`config.mk`:
```
export PLATFORM = sky130hd
export DESIGN_NAME = i2c_bit_level_master
export DESIGN_NICKNAME = d
export VERILOG_FILES = /design/src/rtl/i2cbm_pkg.sv /design/src/rtl/i2cbm_front.sv /design/src/rtl/i2cbm_queue.sv /design/src/rtl/i2cbm_engine.sv /design/src/rtl/i2c_bit_level_master.sv
export SDC_FILE = /design/constraint.sdc
export NUM_CORES = 1
export LEC_CHECK = 0
export ABC_AREA = 1
export BUFFER_PORTS_ARGS = -buffer_cell sky130_fd_sc_hd__buf_2
export CAP_MARGIN = 10
export CORE_AREA = 2 2 104 106
export DETAILED_ROUTE_END_ITERATION = 7
export DIE_AREA = 0 0 106 108
export GPL_TIMING_DRIVEN = 0
export PLACE_DENSITY = 0.75
export SKIP_CTS_REPAIR_TIMING = 1
export SLEW_MARGIN = 25
export SYNTH_ARGS = -nofsm -noshare
export SYNTH_HDL_FRONTEND = slang
export SYNTH_SLANG_ARGS = --single-unit
```
`constraint.sdc`:
```
create_clock -name clk -period 2.3 [get_ports clk]
set_input_delay 0.115 -clock clk [delete_from_list [all_inputs] [get_ports clk]]
set_output_delay 0.115 -clock clk [all_outputs]
set_load 0.005 [all_outputs]
```
`src/rtl/i2cbm_pkg.sv`:
```
// Shared types and constants of the bit-level I2C master.
package i2cbm_pkg;

	// Command codes, equal to the mode field codes
	typedef enum logic [2:0] {
		CMD_NONE  = 3'd0,
		CMD_START = 3'd1,
		CMD_STOP  = 3'd2,
		CMD_WRITE = 3'd3,
		CMD_READ  = 3'd4
	} cmd_t;

	// Bus sequencer steps; each step is one held bus phase
	typedef enum logic [2:0] {
		STEP_IDLE = 3'd0,
		STEP_P1   = 3'd1,
		STEP_P2   = 3'd2,
		STEP_P3   = 3'd3,
		STEP_P4   = 3'd4,
		STEP_P5   = 3'd5,
		STEP_P6   = 3'd6
	} step_t;

	// Input transaction: one tick of the bus engine
	typedef struct packed {
		logic [2:0] mode;
		logic [7:0] wr_byte;
		logic       send_nack;
		logic       sda_in;
	} cmd_item_t;

	// Result transaction: pin levels and status after the tick
	typedef struct packed {
		logic       scl;
		logic       sda_out;
		logic       sda_oe;
		logic       busy_res;
		logic       done_res;
		logic       ack_ok;
		logic [7:0] rx_byte;
	} res_item_t;

	// Classified tick as held in the queue
	typedef struct packed {
		cmd_t       cmd;
		logic [7:0] wr_byte;
		logic       send_nack;
		logic       sda_in;
	} tick_t;

	// Register map
	localparam int unsigned PADDR_W          = 3;
	localparam logic        REG_PHASE_LENGTH = 1'b0;
	localparam logic [7:0]  PHASE_LENGTH_RST = 8'd32;
	localparam logic [2:0]  LAST_BIT         = 3'd7;

endpackage

```
`src/rtl/i2cbm_front.sv`:
```
// Front end: accept ticks and classify the mode field into a command.
module i2cbm_front (
	input  i2cbm_pkg::cmd_item_t cmd,
	input  logic                 cmd_valid,
	output logic                 cmd_stall,
	output i2cbm_pkg::tick_t     push_tick,
	output logic                 push_en,
	input  logic                 q_full
);
	import i2cbm_pkg::*;

	// Decode mode; unknown codes become no command
	always_comb begin
		unique case (cmd.mode)
			CMD_START: push_tick.cmd = CMD_START;
			CMD_STOP:  push_tick.cmd = CMD_STOP;
			CMD_WRITE: push_tick.cmd = CMD_WRITE;
			CMD_READ:  push_tick.cmd = CMD_READ;
			default:   push_tick.cmd = CMD_NONE;
		endcase
		push_tick.wr_byte   = cmd.wr_byte;
		push_tick.send_nack = cmd.send_nack;
		push_tick.sda_in    = cmd.sda_in;
	end

	// Stall while the queue has no room
	assign cmd_stall = q_full;
	assign push_en   = cmd_valid & ~q_full;

endmodule

```
`src/rtl/i2cbm_queue.sv`:
```
// Two-entry queue between the front end and the bus engine.
module i2cbm_queue (
	input  logic             clk,
	input  logic             arst_n,
	input  i2cbm_pkg::tick_t push_tick,
	input  logic             push_en,
	output logic             full,
	output i2cbm_pkg::tick_t pop_tick,
	output logic             pop_valid,
	input  logic             pop_en
);
	import i2cbm_pkg::*;

	tick_t      mem_q [2];
	logic       wr_ptr_q;
	logic       rd_ptr_q;
	logic [1:0] count_q;

	assign full      = (count_q == 2'd2);
	assign pop_valid = (count_q != 2'd0);
	assign pop_tick  = mem_q[rd_ptr_q];

	// Store pushed entries
	always_ff @(posedge clk) begin
		if (push_en) begin
			mem_q[wr_ptr_q] <= push_tick;
		end
	end

	// Advance pointers and occupancy
	always_ff @(posedge clk or negedge arst_n) begin
		if (!arst_n) begin
			wr_ptr_q <= 1'b0;
			rd_ptr_q <= 1'b0;
			count_q  <= 2'd0;
		end else begin
			if (push_en) begin
				wr_ptr_q <= ~wr_ptr_q;
			end
			if (pop_en) begin
				rd_ptr_q <= ~rd_ptr_q;
			end
			case ({push_en, pop_en})
				2'b10:   count_q <= count_q + 2'd1;
				2'b01:   count_q <= count_q - 2'd1;
				default: count_q <= count_q;
			endcase
		end
	end

endmodule

```
`src/rtl/i2cbm_engine.sv`:
```
// Back end: bus phase sequencer and result output register.
module i2cbm_engine (
	input  logic                 clk,
	input  logic                 arst_n,
	input  logic [7:0]           phase_length,
	input  i2cbm_pkg::tick_t     pop_tick,
	input  logic                 pop_valid,
	output logic                 pop_en,
	output i2cbm_pkg::res_item_t res,
	output logic                 res_valid,
	input  logic                 res_stall
);
	import i2cbm_pkg::*;

	step_t      step_q, n_step;
	cmd_t       cmd_q, n_cmd;
	logic [3:0] bit_q, n_bit;
	logic [7:0] timer_q, n_timer;
	logic [7:0] shift_q, n_shift;
	logic [7:0] tx_q, n_tx;
	logic       scl_q, n_scl;
	logic       sda_q, n_sda;
	logic       oe_q, n_oe;
	logic       ack_q, n_ack;
	logic       nack_q, n_nack;

	logic       enter_en;
	step_t      enter_step;
	logic       phase_end;
	logic       finish;
	logic       load_cmd;
	step_t      last_step;
	logic       is_rw;
	logic [7:0] eff_len;

	res_item_t  res_q;
	logic       res_valid_q;

	// Take a tick when the output register is free or draining
	assign pop_en    = pop_valid & (~res_valid_q | ~res_stall);
	assign eff_len   = (phase_length == 8'd0) ? 8'd1 : phase_length;
	assign last_step = (cmd_q == CMD_START || cmd_q == CMD_STOP) ? STEP_P3 : STEP_P6;
	assign is_rw     = (cmd_q == CMD_WRITE || cmd_q == CMD_READ);

	// Next step, timer and bit counter
	always_comb begin
		n_step     = step_q;
		n_cmd      = cmd_q;
		n_bit      = bit_q;
		n_timer    = timer_q;
		enter_en   = 1'b0;
		enter_step = STEP_P1;
		phase_end  = 1'b0;
		finish     = 1'b0;
		load_cmd   = 1'b0;
		if (step_q == STEP_IDLE) begin
			if (pop_tick.cmd != CMD_NONE) begin
				load_cmd   = 1'b1;
				n_cmd      = pop_tick.cmd;
				n_bit      = 4'd0;
				enter_en   = 1'b1;
				enter_step = STEP_P1;
			end
		end else if (timer_q > 8'd1) begin
			n_timer = timer_q - 8'd1;
		end else begin
			phase_end = 1'b1;
			if (is_rw && step_q == STEP_P3 && bit_q < {1'b0, LAST_BIT}) begin
				n_bit      = bit_q + 4'd1;
				enter_en   = 1'b1;
				enter_step = (cmd_q == CMD_WRITE) ? STEP_P1 : STEP_P2;
			end else if (step_q >= last_step) begin
				finish  = 1'b1;
				n_step  = STEP_IDLE;
				n_cmd   = CMD_NONE;
				n_timer = 8'd0;
			end else begin
				enter_en   = 1'b1;
				enter_step = step_t'(step_q + 3'd1);
			end
		end
		if (enter_en) begin
			n_step  = enter_step;
			n_timer = eff_len;
		end
	end

	// Pin levels, sampling and data latches
	always_comb begin
		n_shift = shift_q;
		n_tx    = tx_q;
		n_scl   = scl_q;
		n_sda   = sda_q;
		n_oe    = oe_q;
		n_ack   = ack_q;
		n_nack  = nack_q;
		// latch command operands
		if (load_cmd && pop_tick.cmd == CMD_WRITE) begin
			n_tx = pop_tick.wr_byte;
		end
		if (load_cmd && pop_tick.cmd == CMD_READ) begin
			n_nack  = pop_tick.send_nack;
			n_shift = 8'd0;
		end
		// sample SDA at the end of a clock-high phase
		if (phase_end && cmd_q == CMD_WRITE && step_q == STEP_P5) begin
			n_ack = ~pop_tick.sda_in;
		end
		if (phase_end && cmd_q == CMD_READ && step_q == STEP_P2) begin
			n_shift = {shift_q[6:0], pop_tick.sda_in};
		end
		// drive SDA high once a read completes
		if (finish && cmd_q == CMD_READ) begin
			n_sda = 1'b1;
			n_oe  = 1'b1;
		end
		// set the levels of the phase being entered
		if (enter_en) begin
			unique case (n_cmd)
				CMD_START: begin
					if (enter_step == STEP_P1) begin
						n_sda = 1'b1;
						n_oe  = 1'b1;
						n_scl = 1'b1;
					end else if (enter_step == STEP_P2) begin
						n_sda = 1'b0;
					end else begin
						n_scl = 1'b0;
					end
				end
				CMD_STOP: begin
					if (enter_step == STEP_P1) begin
						n_scl = 1'b0;
						n_sda = 1'b0;
						n_oe  = 1'b1;
					end else if (enter_step == STEP_P2) begin
						n_scl = 1'b1;
					end else begin
						n_sda = 1'b1;
					end
				end
				CMD_WRITE: begin
					if (enter_step == STEP_P1) begin
						n_sda = n_tx[LAST_BIT - n_bit[2:0]];
						n_oe  = 1'b1;
					end else if (enter_step == STEP_P4) begin
						n_oe = 1'b0;
					end else if (enter_step == STEP_P2 || enter_step == STEP_P5) begin
						n_scl = 1'b1;
					end else begin
						n_scl = 1'b0;
					end
				end
				default: begin
					if (enter_step == STEP_P1) begin
						n_oe = 1'b0;
					end else if (enter_step == STEP_P4) begin
						n_sda = n_nack;
						n_oe  = 1'b1;
					end else if (enter_step == STEP_P2 || enter_step == STEP_P5) begin
						n_scl = 1'b1;
					end else begin
						n_scl = 1'b0;
					end
				end
			endcase
		end
	end

	// Advance engine state once per tick taken
	always_ff @(posedge clk or negedge arst_n) begin
		if (!arst_n) begin
			step_q  <= STEP_IDLE;
			cmd_q   <= CMD_NONE;
			bit_q   <= 4'd0;
			timer_q <= 8'd0;
			shift_q <= 8'd0;
			tx_q    <= 8'd0;
			scl_q   <= 1'b1;
			sda_q   <= 1'b1;
			oe_q    <= 1'b0;
			ack_q   <= 1'b0;
			nack_q  <= 1'b0;
		end else if (pop_en) begin
			step_q  <= n_step;
			cmd_q   <= n_cmd;
			bit_q   <= n_bit;
			timer_q <= n_timer;
			shift_q <= n_shift;
			tx_q    <= n_tx;
			scl_q   <= n_scl;
			sda_q   <= n_sda;
			oe_q    <= n_oe;
			ack_q   <= n_ack;
			nack_q  <= n_nack;
		end
	end

	// Hold result valid until taken
	always_ff @(posedge clk or negedge arst_n) begin
		if (!arst_n) begin
			res_valid_q <= 1'b0;
		end else if (pop_en) begin
			res_valid_q <= 1'b1;
		end else if (~res_stall) begin
			res_valid_q <= 1'b0;
		end
	end

	// Load the result payload
	always_ff @(posedge clk) begin
		if (pop_en) begin
			res_q.scl      <= n_scl;
			res_q.sda_out  <= n_oe ? n_sda : 1'b1;
			res_q.sda_oe   <= n_oe;
			res_q.busy_res <= (n_step != STEP_IDLE);
			res_q.done_res <= finish;
			res_q.ack_ok   <= n_ack;
			res_q.rx_byte  <= n_shift;
		end
	end

	assign res       = res_q;
	assign res_valid = res_valid_q;

endmodule

```
`src/rtl/i2c_bit_level_master.sv`:
```
// Top level of the tick-driven bit-level I2C master with its register port.
//
//  channel | direction | payload type | handshake
//  cmd     | in        | cmd_item_t   | cmd_valid / cmd_stall
//  res     | out       | res_item_t   | res_valid / res_stall
//  apb     | in/out    | 32-bit data  | psel / penable / pready
//
// One tick is taken per clock while no side stalls; each gives one result.
// The rate is set by the sequencer register update, done once per tick.
// A two-entry queue and an output register let either side stall alone.
// Reset puts the bus idle: SCL high, SDA released, phase_length at 32.
module i2c_bit_level_master (
	input  logic                          clk,
	input  logic                          arst_n,
	input  i2cbm_pkg::cmd_item_t          cmd,
	input  logic                          cmd_valid,
	output logic                          cmd_stall,
	output i2cbm_pkg::res_item_t          res,
	output logic                          res_valid,
	input  logic                          res_stall,
	input  logic                          psel,
	input  logic                          penable,
	input  logic                          pwrite,
	input  logic [i2cbm_pkg::PADDR_W-1:0] paddr,
	input  logic [31:0]                   pwdata,
	output logic [31:0]                   prdata,
	output logic                          pready
);
	import i2cbm_pkg::*;

	logic [7:0] phase_length_q;
	tick_t      push_tick;
	logic       push_en;
	logic       q_full;
	tick_t      pop_tick;
	logic       pop_valid;
	logic       pop_en;
	logic       reg_sel;

	assign pready  = 1'b1;
	assign reg_sel = paddr[PADDR_W-1];

	// Write the phase length register
	always_ff @(posedge clk or negedge arst_n) begin
		if (!arst_n) begin
			phase_length_q <= PHASE_LENGTH_RST;
		end else if (psel && penable && pwrite && reg_sel == REG_PHASE_LENGTH) begin
			phase_length_q <= pwdata[7:0];
		end
	end

	// Read back
	always_comb begin
		unique case (reg_sel)
			REG_PHASE_LENGTH: prdata = {24'd0, phase_length_q};
			default:          prdata = 32'd0;
		endcase
	end

	i2cbm_front u_front (
		.cmd       (cmd),
		.cmd_valid (cmd_valid),
		.cmd_stall (cmd_stall),
		.push_tick (push_tick),
		.push_en   (push_en),
		.q_full    (q_full)
	);

	i2cbm_queue u_queue (
		.clk       (clk),
		.arst_n    (arst_n),
		.push_tick (push_tick),
		.push_en   (push_en),
		.full      (q_full),
		.pop_tick  (pop_tick),
		.pop_valid (pop_valid),
		.pop_en    (pop_en)
	);

	i2cbm_engine u_engine (
		.clk          (clk),
		.arst_n       (arst_n),
		.phase_length (phase_length_q),
		.pop_tick     (pop_tick),
		.pop_valid    (pop_valid),
		.pop_en       (pop_en),
		.res          (res),
		.res_valid    (res_valid),
		.res_stall    (res_stall)
	);

endmodule
```
After elaboration in Yosys (flattened, before gate mapping) --
Memories as Yosys holds them, arrays and structs flattened. Cells that the tools add are included.
Storage, ports and cells: bits in writable memories 26, memories kept 1, flip-flop bits (word level) 66, word-level logic and storage cells 178, input bits 55
Memories:
- u_queue.mem_q | depth 2, width 13, read ports 1, clocked after Yosys merged registers in 0, wr ports 1, line i2cbm_queue.sv:14 | tick_t mem_q [2];
Cells by class: bitwise operators 10, equality and inequality tests 28, magnitude comparators 4, mux-type cells 79, add/subtract/negate cells 6, reduce and logical (&&, ||, !) cells 26
Operator list (count):
- $mux 8 | 10
- $mux 3 | 15
- $mux 1 | 43
- $eq 3x2->1 const B | 10
- $eq 3x3->1 const B | 6
- $mux 4 | 4
- $eq 3x1->1 const B | 4
- $logic_and 1x1->1 | 12
- $pmux 3 s4 | 1
- $reduce_bool 3->1 | 3
- $gt 8x1->1 const B | 1
- $logic_not 8->1 | 1
- $reduce_and 4->1 | 2
- $sub 8x1->8 const B | 1
- $not 1->1 | 7
- $ne 2x1->1 const B | 3
- $reduce_bool 2->1 | 3
- $add 4x1->4 const B | 1
- $eq 2x2->1 const B | 2
- $lt 3x4->1 const B | 1
- $lt 4x3->1 const B | 1
- $pmux 1 s2 | 2
- $pmux 2 s2 | 1
- $add 3x1->3 const B | 1
- 15 further kinds | 18

Logic depth before layout (Yosys ltp) --
depth after elaboration 15, depth in mapped cells 21

Hierarchy --
A second synthesis with hierarchy kept.
Second synthesis, totals: cell total of the unflattened synthesis 619, area total of the unflattened synthesis 5276.3 µm²
By module, submodules not included:
- i2cbm_engine | sequential area each 1423.9 µm², area an instance 3334.4 µm², cells an instance 426, times used 1
- i2cbm_queue | sequential area each 880.8 µm², area an instance 1214.9 µm², cells an instance 92, times used 1
- i2c_bit_level_master | sequential area each 201.4 µm², area an instance 610.6 µm², cells an instance 81, times used 1
- i2cbm_front | sequential area each 0.0 µm², area an instance 116.4 µm², cells an instance 20, times used 1

Worst setup path after synthesis --
Ideal clock, no wire load.
path type reg2reg, start register u_engine.cmd_q[2], end register u_engine.res_q, in the netlist u_engine.res[12], data pin, cell stages (with the launch flop) 21, arrival 2.030 ns, library setup time 0.255 ns, data required time 2.045 ns, setup slack 0.016 ns, cells stage by stage dfrtp_1 inv_2 nand2_1 nor2_1 ha_1 nor2_1 o21bai_1 nand2_2 nand2_2 inv_2 nand3_1 inv_2 nand3_1 nand2_1 nand2_1 nand2_1 nand2_1 nor2_1 nand2_1 nand2_1 nand2_1
On the way: longest elaborated chain between the ends 14
RTL lines:
- start: declaration | line i2cbm_engine.sv:16 | cmd_t cmd_q, n_cmd;
- start signal: assignment | line i2cbm_engine.sv:186 | cmd_q <= n_cmd;
- parallel branches: the longest is 14 deep, another holds $sub 3x3->3
- end: declaration | line i2cbm_engine.sv:36 | res_item_t res_q;
Parallel ways; which one is timed is not known. The select of a mux whose other input is x is not followed. A chain may end at the register's enable or synchronous reset.

Worst setup path in the final report --
start register u_engine.cmd_q[1], end register u_engine.res_q, in the netlist u_engine.res[12], data pin
On the way: longest elaborated chain between the ends 14
RTL lines:
- $eq 3x1->1 or $eq 3x2->1 (tied branches) | line i2cbm_engine.sv:42 | assign last_step = (cmd_q == CMD_START || cmd_q == CMD_STOP) ? STEP_P3 : STEP_P6;
- $logic_or 1x1->1 | line i2cbm_engine.sv:42
- $mux 3 | line i2cbm_engine.sv:42
- $ge 3x3->1 | line i2cbm_engine.sv:72 | end else if (step_q >= last_step) begin
- $mux 1 | line i2cbm_engine.sv:72
- $mux 1 | line i2cbm_engine.sv:68 | if (is_rw && step_q == STEP_P3 && bit_q < {1'b0, LAST_BIT}) begin
- $mux 1 | line i2cbm_engine.sv:64 | end else if (timer_q > 8'd1) begin
- $mux 1 | line i2cbm_engine.sv:56 | if (step_q == STEP_IDLE) begin
- $logic_and 1x1->1 | line i2cbm_engine.sv:113 | if (finish && cmd_q == CMD_READ) begin
- $mux 1 | line i2cbm_engine.sv:113
- $mux 1 (on tied branches) | line i2cbm_engine.sv:157, i2cbm_engine.sv:146
- $mux 1 (on tied branches) | line i2cbm_engine.sv:155, i2cbm_engine.sv:143
- $pmux 1 s2 | line i2cbm_engine.sv:119 | unique case (n_cmd)
- $mux 1 (*) | line i2cbm_engine.sv:118 | if (enter_en) begin
- net u_engine.n_oe | line i2cbm_engine.sv:23 | logic oe_q, n_oe;
The timed path passes the listed nets; every way through them passes the cells marked *. The select of a mux whose other input is x is not followed.

==> run_summary.xml <==
<?xml version="1.0" encoding="UTF-8"?>
<metrics>
  <group name="outcome">
    <metric name="run_status" unit="">complete, but fails checks</metric>
    <metric name="failed_checks" unit="">hold timing, setup timing</metric>
  </group>
  <group name="placement">
    <metric name="hpwlAfterDp" unit="um">7530</metric>
    <metric name="place.gp.congestion" unit="">0.915</metric>
    <metric name="io_buffers" unit="">51</metric>
    <metric name="post_dp_cell_area" unit="um^2">5530</metric>
    <metric name="pre_cts_ws" unit="ns">-0.347</metric>
  </group>
  <group name="detailed_routing">
    <metric name="dr_total_vias" unit="">4236</metric>
    <metric name="wirelength_per_cell" unit="um">12.9</metric>
    <metric name="postRouteWirelength" unit="um">10900</metric>
    <metric name="dr.pass1.iters" unit="">7</metric>
    <metric name="drt-initial-drc-count" unit="">272</metric>
    <metric name="final_antenna_net_count" unit="">0</metric>
    <metric name="drc" unit="">0</metric>
    <metric name="via_per_inst" unit="">5.04</metric>
  </group>
  <group name="clocking">
    <metric name="cts_tree" unit="">yes</metric>
    <metric name="root_buffer" unit="">clkbuf_8</metric>
    <metric name="ctsHtreeMaxLevel" unit="">3</metric>
    <metric name="worstSkewPairLatency" unit="ns">0.38</metric>
    <metric name="clkTransAtPathRegs" unit="ns">0.10</metric>
    <metric name="clock_buffer_count_from_cts" unit="">9</metric>
    <metric name="cts.sink_count" unit="">92</metric>
    <metric name="cts.path.max_buffers" unit="">2</metric>
  </group>
  <group name="critical_path">
    <metric name="critical_path_cell_count" unit="">14</metric>
    <metric name="critPathSlowestCell" unit="">dfrtp_2</metric>
    <metric name="critical_path_arrival" unit="ns">2.71</metric>
    <metric name="r2r_cells" unit="">14</metric>
    <metric name="cp-end-kind" unit="">flop</metric>
    <metric name="worst_path_dominant_cell_family" unit="">simple AND/OR/NAND/NOR gates</metric>
    <metric name="cp-start-kind" unit="">flop</metric>
    <metric name="timing.critical_path.cells" unit="">nand2_2, nand2_2, nor2_4, ha_4, nor2_4, o21bai_4, nor2_2, nand4_1, nor2_1, nand2_1, o21ai_1, a21oi_2, nor2_2, nand2_1</metric>
    <metric name="worst-endpoint-required" unit="ns">2.44</metric>
    <metric name="path_class" unit="">flop to flop</metric>
    <metric name="worstPathMaxFanout" unit="">6</metric>
    <metric name="slowest_delay" unit="ns">0.47</metric>
    <metric name="timing.critical_path.buf_inv" unit="">0</metric>
  </group>
  <group name="timing">
    <metric name="post-route-min-period" unit="ns">2.56</metric>
    <metric name="setup_viol" unit="">6</metric>
    <metric name="timing_max_transition_violations_final" unit="">0</metric>
    <metric name="finalClockSkew" unit="ns">0.0122</metric>
    <metric name="maxClockFrequency" unit="MHz">390</metric>
    <metric name="relSlewSlack" unit="%">52.6</metric>
    <metric name="min_period_over_period" unit="%">111</metric>
    <metric name="final-hold-violation-count" unit="">6</metric>
    <metric name="tightestPinTransition" unit="ns">0.711</metric>
    <metric name="rsz0062_at_grt" unit="">yes</metric>
    <metric name="timing.hold.ws" unit="ns">-0.0203</metric>
    <metric name="layout_setup_ws" unit="ns">-0.263</metric>
  </group>
  <group name="global_route">
    <metric name="number_of_antenna_violations_at_the_first_check_in_global_routing" unit="">0</metric>
    <metric name="grt_pass1_wl" unit="um">17400</metric>
    <metric name="maximum_number_of_pins_on_one_net_before_global_route_repair" unit="">53</metric>
    <metric name="grt_use_total" unit="%">19.1</metric>
    <metric name="grt_total_ovfl" unit="">0</metric>
    <metric name="grt_pass1_vias" unit="">3888</metric>
  </group>
  <group name="logic_synthesis">
    <metric name="synth-seq-cells" unit="">92</metric>
    <metric name="yosys_synthesis_warning_count" unit="">0</metric>
    <metric name="ys.flop_type" unit="">dfrtp_1</metric>
    <metric name="netlist_area" unit="um^2">5020</metric>
    <metric name="syn_inst" unit="">594</metric>
    <metric name="synth_sequential_area_ratio" unit="%">49.9</metric>
    <metric name="synthDistinctLibCells" unit="">43</metric>
    <metric name="synthesis.area_per_instance" unit="um^2">8.45</metric>
    <metric name="post_synth_edffs" unit="">40</metric>
    <metric name="postSynth.asyncResetShare" unit="%">56.5</metric>
  </group>
  <group name="power_and_ir_drop">
    <metric name="power-per-cell-area" unit="nW/um^2">1170</metric>
    <metric name="p_leak" unit="uW">0.00292</metric>
    <metric name="combinational_share_of_power" unit="%">45.6</metric>
    <metric name="power_frac_clock" unit="%">18.2</metric>
    <metric name="sw_frac_of_total" unit="%">42.4</metric>
    <metric name="ir_worst_vdd" unit="mV">0.622</metric>
    <metric name="power.sequential.fraction" unit="%">36.2</metric>
    <metric name="power.switching" unit="uW">3050</metric>
    <metric name="intPower" unit="uW">4160</metric>
  </group>
  <group name="flow_run">
    <metric name="maxCapViolations" unit="">0</metric>
  </group>
  <group name="final_layout">
    <metric name="nFillCells" unit="">875</metric>
    <metric name="design_area" unit="um^2">6190</metric>
    <metric name="multiInputGateArea" unit="um^2">2270</metric>
    <metric name="syn2layout_area_growth" unit="%">23.3</metric>
    <metric name="layout.nets" unit="">765</metric>
    <metric name="antenna-diode-count" unit="">0</metric>
    <metric name="drive_above_1_share" unit="%">26.1</metric>
    <metric name="register_area" unit="um^2">2510</metric>
  </group>
  <group name="die">
    <metric name="floorplan.die_area" unit="um^2">11400</metric>
    <metric name="start_util" unit="%">49.1</metric>
    <metric name="number_of_top_level_pins" unit="">104</metric>
    <metric name="floorplan.rows" unit="">37</metric>
    <metric name="fp.dieH" unit="um">108</metric>
    <metric name="area_of_the_core" unit="um^2">10200</metric>
    <metric name="die_x" unit="um">106</metric>
  </group>
  <group name="hold_path">
    <metric name="worst_hold_path.num_cells" unit="">3</metric>
    <metric name="hold_path.class" unit="">primary input to flop</metric>
  </group>
</metrics>
-- kinds of logic (layout without fill, tap and decap cells) --
| logic type | count (synthesis) | count (layout) | share of synthesized area, % |
|---|---|---|---|
| compound gates | 95 | 95 | 10.5 |
| mux | 6 | 6 | 1.20 |
| other cells | 2 | 25 | 0.150 |
| fa+ha+maj | 11 | 11 | 2.74 |
| simple gates | 268 | 268 | 23.8 |
| buf+inv | 114 | 201 | 10.6 |
| xor+xnor | 6 | 6 | 1.05 |
| flops | 92 | 92 | 49.9 |
-- synthesized netlist by cell type, types with 2 or more instances --
library cell / count / area, um^2
a21oi_1: 20 / 100
a31oi_1: 5 / 31.3
buf_2: 4 / 20.0
buf_4: 25 / 188
clkbuf_1: 9 / 33.8
clkinv_1: 2 / 7.51
conb_1: 2 / 7.51
dfrtp_1: 49 / 1230
dfstp_2: 3 / 78.8
edfxtp_1: 40 / 1200
ha_1: 11 / 138
inv_1: 64 / 240
inv_2: 9 / 33.8
mux2i_1: 6 / 60.1
nand2_1: 138 / 518
nand2_2: 8 / 50.1
nand3_1: 37 / 185
nand3_2: 3 / 30.0
nand4_1: 10 / 62.6
nor2_1: 54 / 203
nor2_2: 6 / 37.5
nor2_4: 2 / 22.5
nor3_1: 3 / 15.0
o21ai_0: 51 / 255
o21ai_1: 5 / 25.0
o21ai_2: 5 / 43.8
o21bai_1: 2 / 15.0
o31ai_1: 2 / 15.0
xor2_1: 5 / 43.8
-- registers in the layout (all words and copies together) (netlist names) --
signal / cells
u_engine.scl_q: 1
u_queue.rd_ptr_q: 1
u_queue.count_q: 2
u_engine.nack_q: 1
u_engine.oe_q: 1
u_engine.tx_q: 8
u_engine.bit_q: 4
u_engine.timer_q: 8
u_engine.res: 14
u_engine.cmd_q: 3
u_engine.step_q: 3
u_engine.ack_q: 1
u_queue.wr_ptr_q: 1
u_engine.shift_q: 8
u_queue.mem_q: 26
u_engine.sda_q: 1
phase_length_q: 8
u_engine.res_valid: 1
-- cell usage in the layout, fill, tap and decap left out, drive strengths merged, types with 13 or more instances in the layout --
master / instances
nand2: 147
clkbuf: 20
a21oi: 21
conb: 25
buf: 87
nor2: 62
o21ai: 61
dfrtp: 49
nand3: 41
inv: 77
edfxtp: 40
dlygate4sd3: 13
-- layout make-up --
class | instances | area share [%]
Sequential cell | 92 | 40.6
Multi-Input combinational cell | 411 | 36.7
Clock buffer | 10 | 2.22
Buffer | 39 | 4.29
Inverter | 75 | 4.63
Timing Repair Buffer | 71 | 7.12
Clock inverter | 6 | 1.70
Tap cell | 136 | 2.75
-- path summary, 6_finish.rpt --
kind / start / endpoint / slack (ns)
max in group asynchronous: arst_n / u_engine.step_q[1] / 1.46
min: res_stall / u_engine.res_valid / -0.02
min in group asynchronous: arst_n / u_engine.shift_q[1] / 0.32
min reg2reg: u_engine.sda_q / u_engine.sda_q / 0.48
max reg2reg: u_engine.cmd_q[1] / u_engine.res[12] / -0.26
max: u_engine.cmd_q[1] / u_engine.res[12] / -0.26
-- metal layers --
layer | vias to the layer above | track usage, % | share of wire (%)
met2 | 137 | 33.8 | 50
met4 | 0 | 8.08 | 1.6
met1 | 1979 | 23.3 | 43
met5 | - | 0 | 0
li1 | 2104 | - | -
met3 | 16 | 3.07 | 4.8
-- metrics by stage --
stage          instances  utilization [%]  setup TNS, ns  power (uW)  hold slack, ns
2_1_floorplan        617                -              0        4710          -0.181
3_3_place_gp         804             54.1          -1.21        5380           0.305
3_5_place_dp         804             54.1          -3.45        5510           0.214
4_1_cts              820             56.5          -3.94        6810          -0.195
5_1_grt              840             60.5          -2.23        7760         0.00197
6_report             840             60.5          -1.11        7210         -0.0203
-- worst min-delay path, cell delays in order --
cell and delay, ns:
buf_2 0.07, nand2_1 0.07, nand2_1 0.07
-- power groups by stage --
stage	Combinational, uW	Sequential, uW	Clock (uW)
5_1_grt	3700	2670	1390
2_1_floorplan	2130	2580	0
3_3_place_gp	2780	2600	0
4_1_cts	2900	2590	1320
3_5_place_dp	2890	2620	0
6_report	3290	2610	1310
Power figures use the tool's default switching activity.
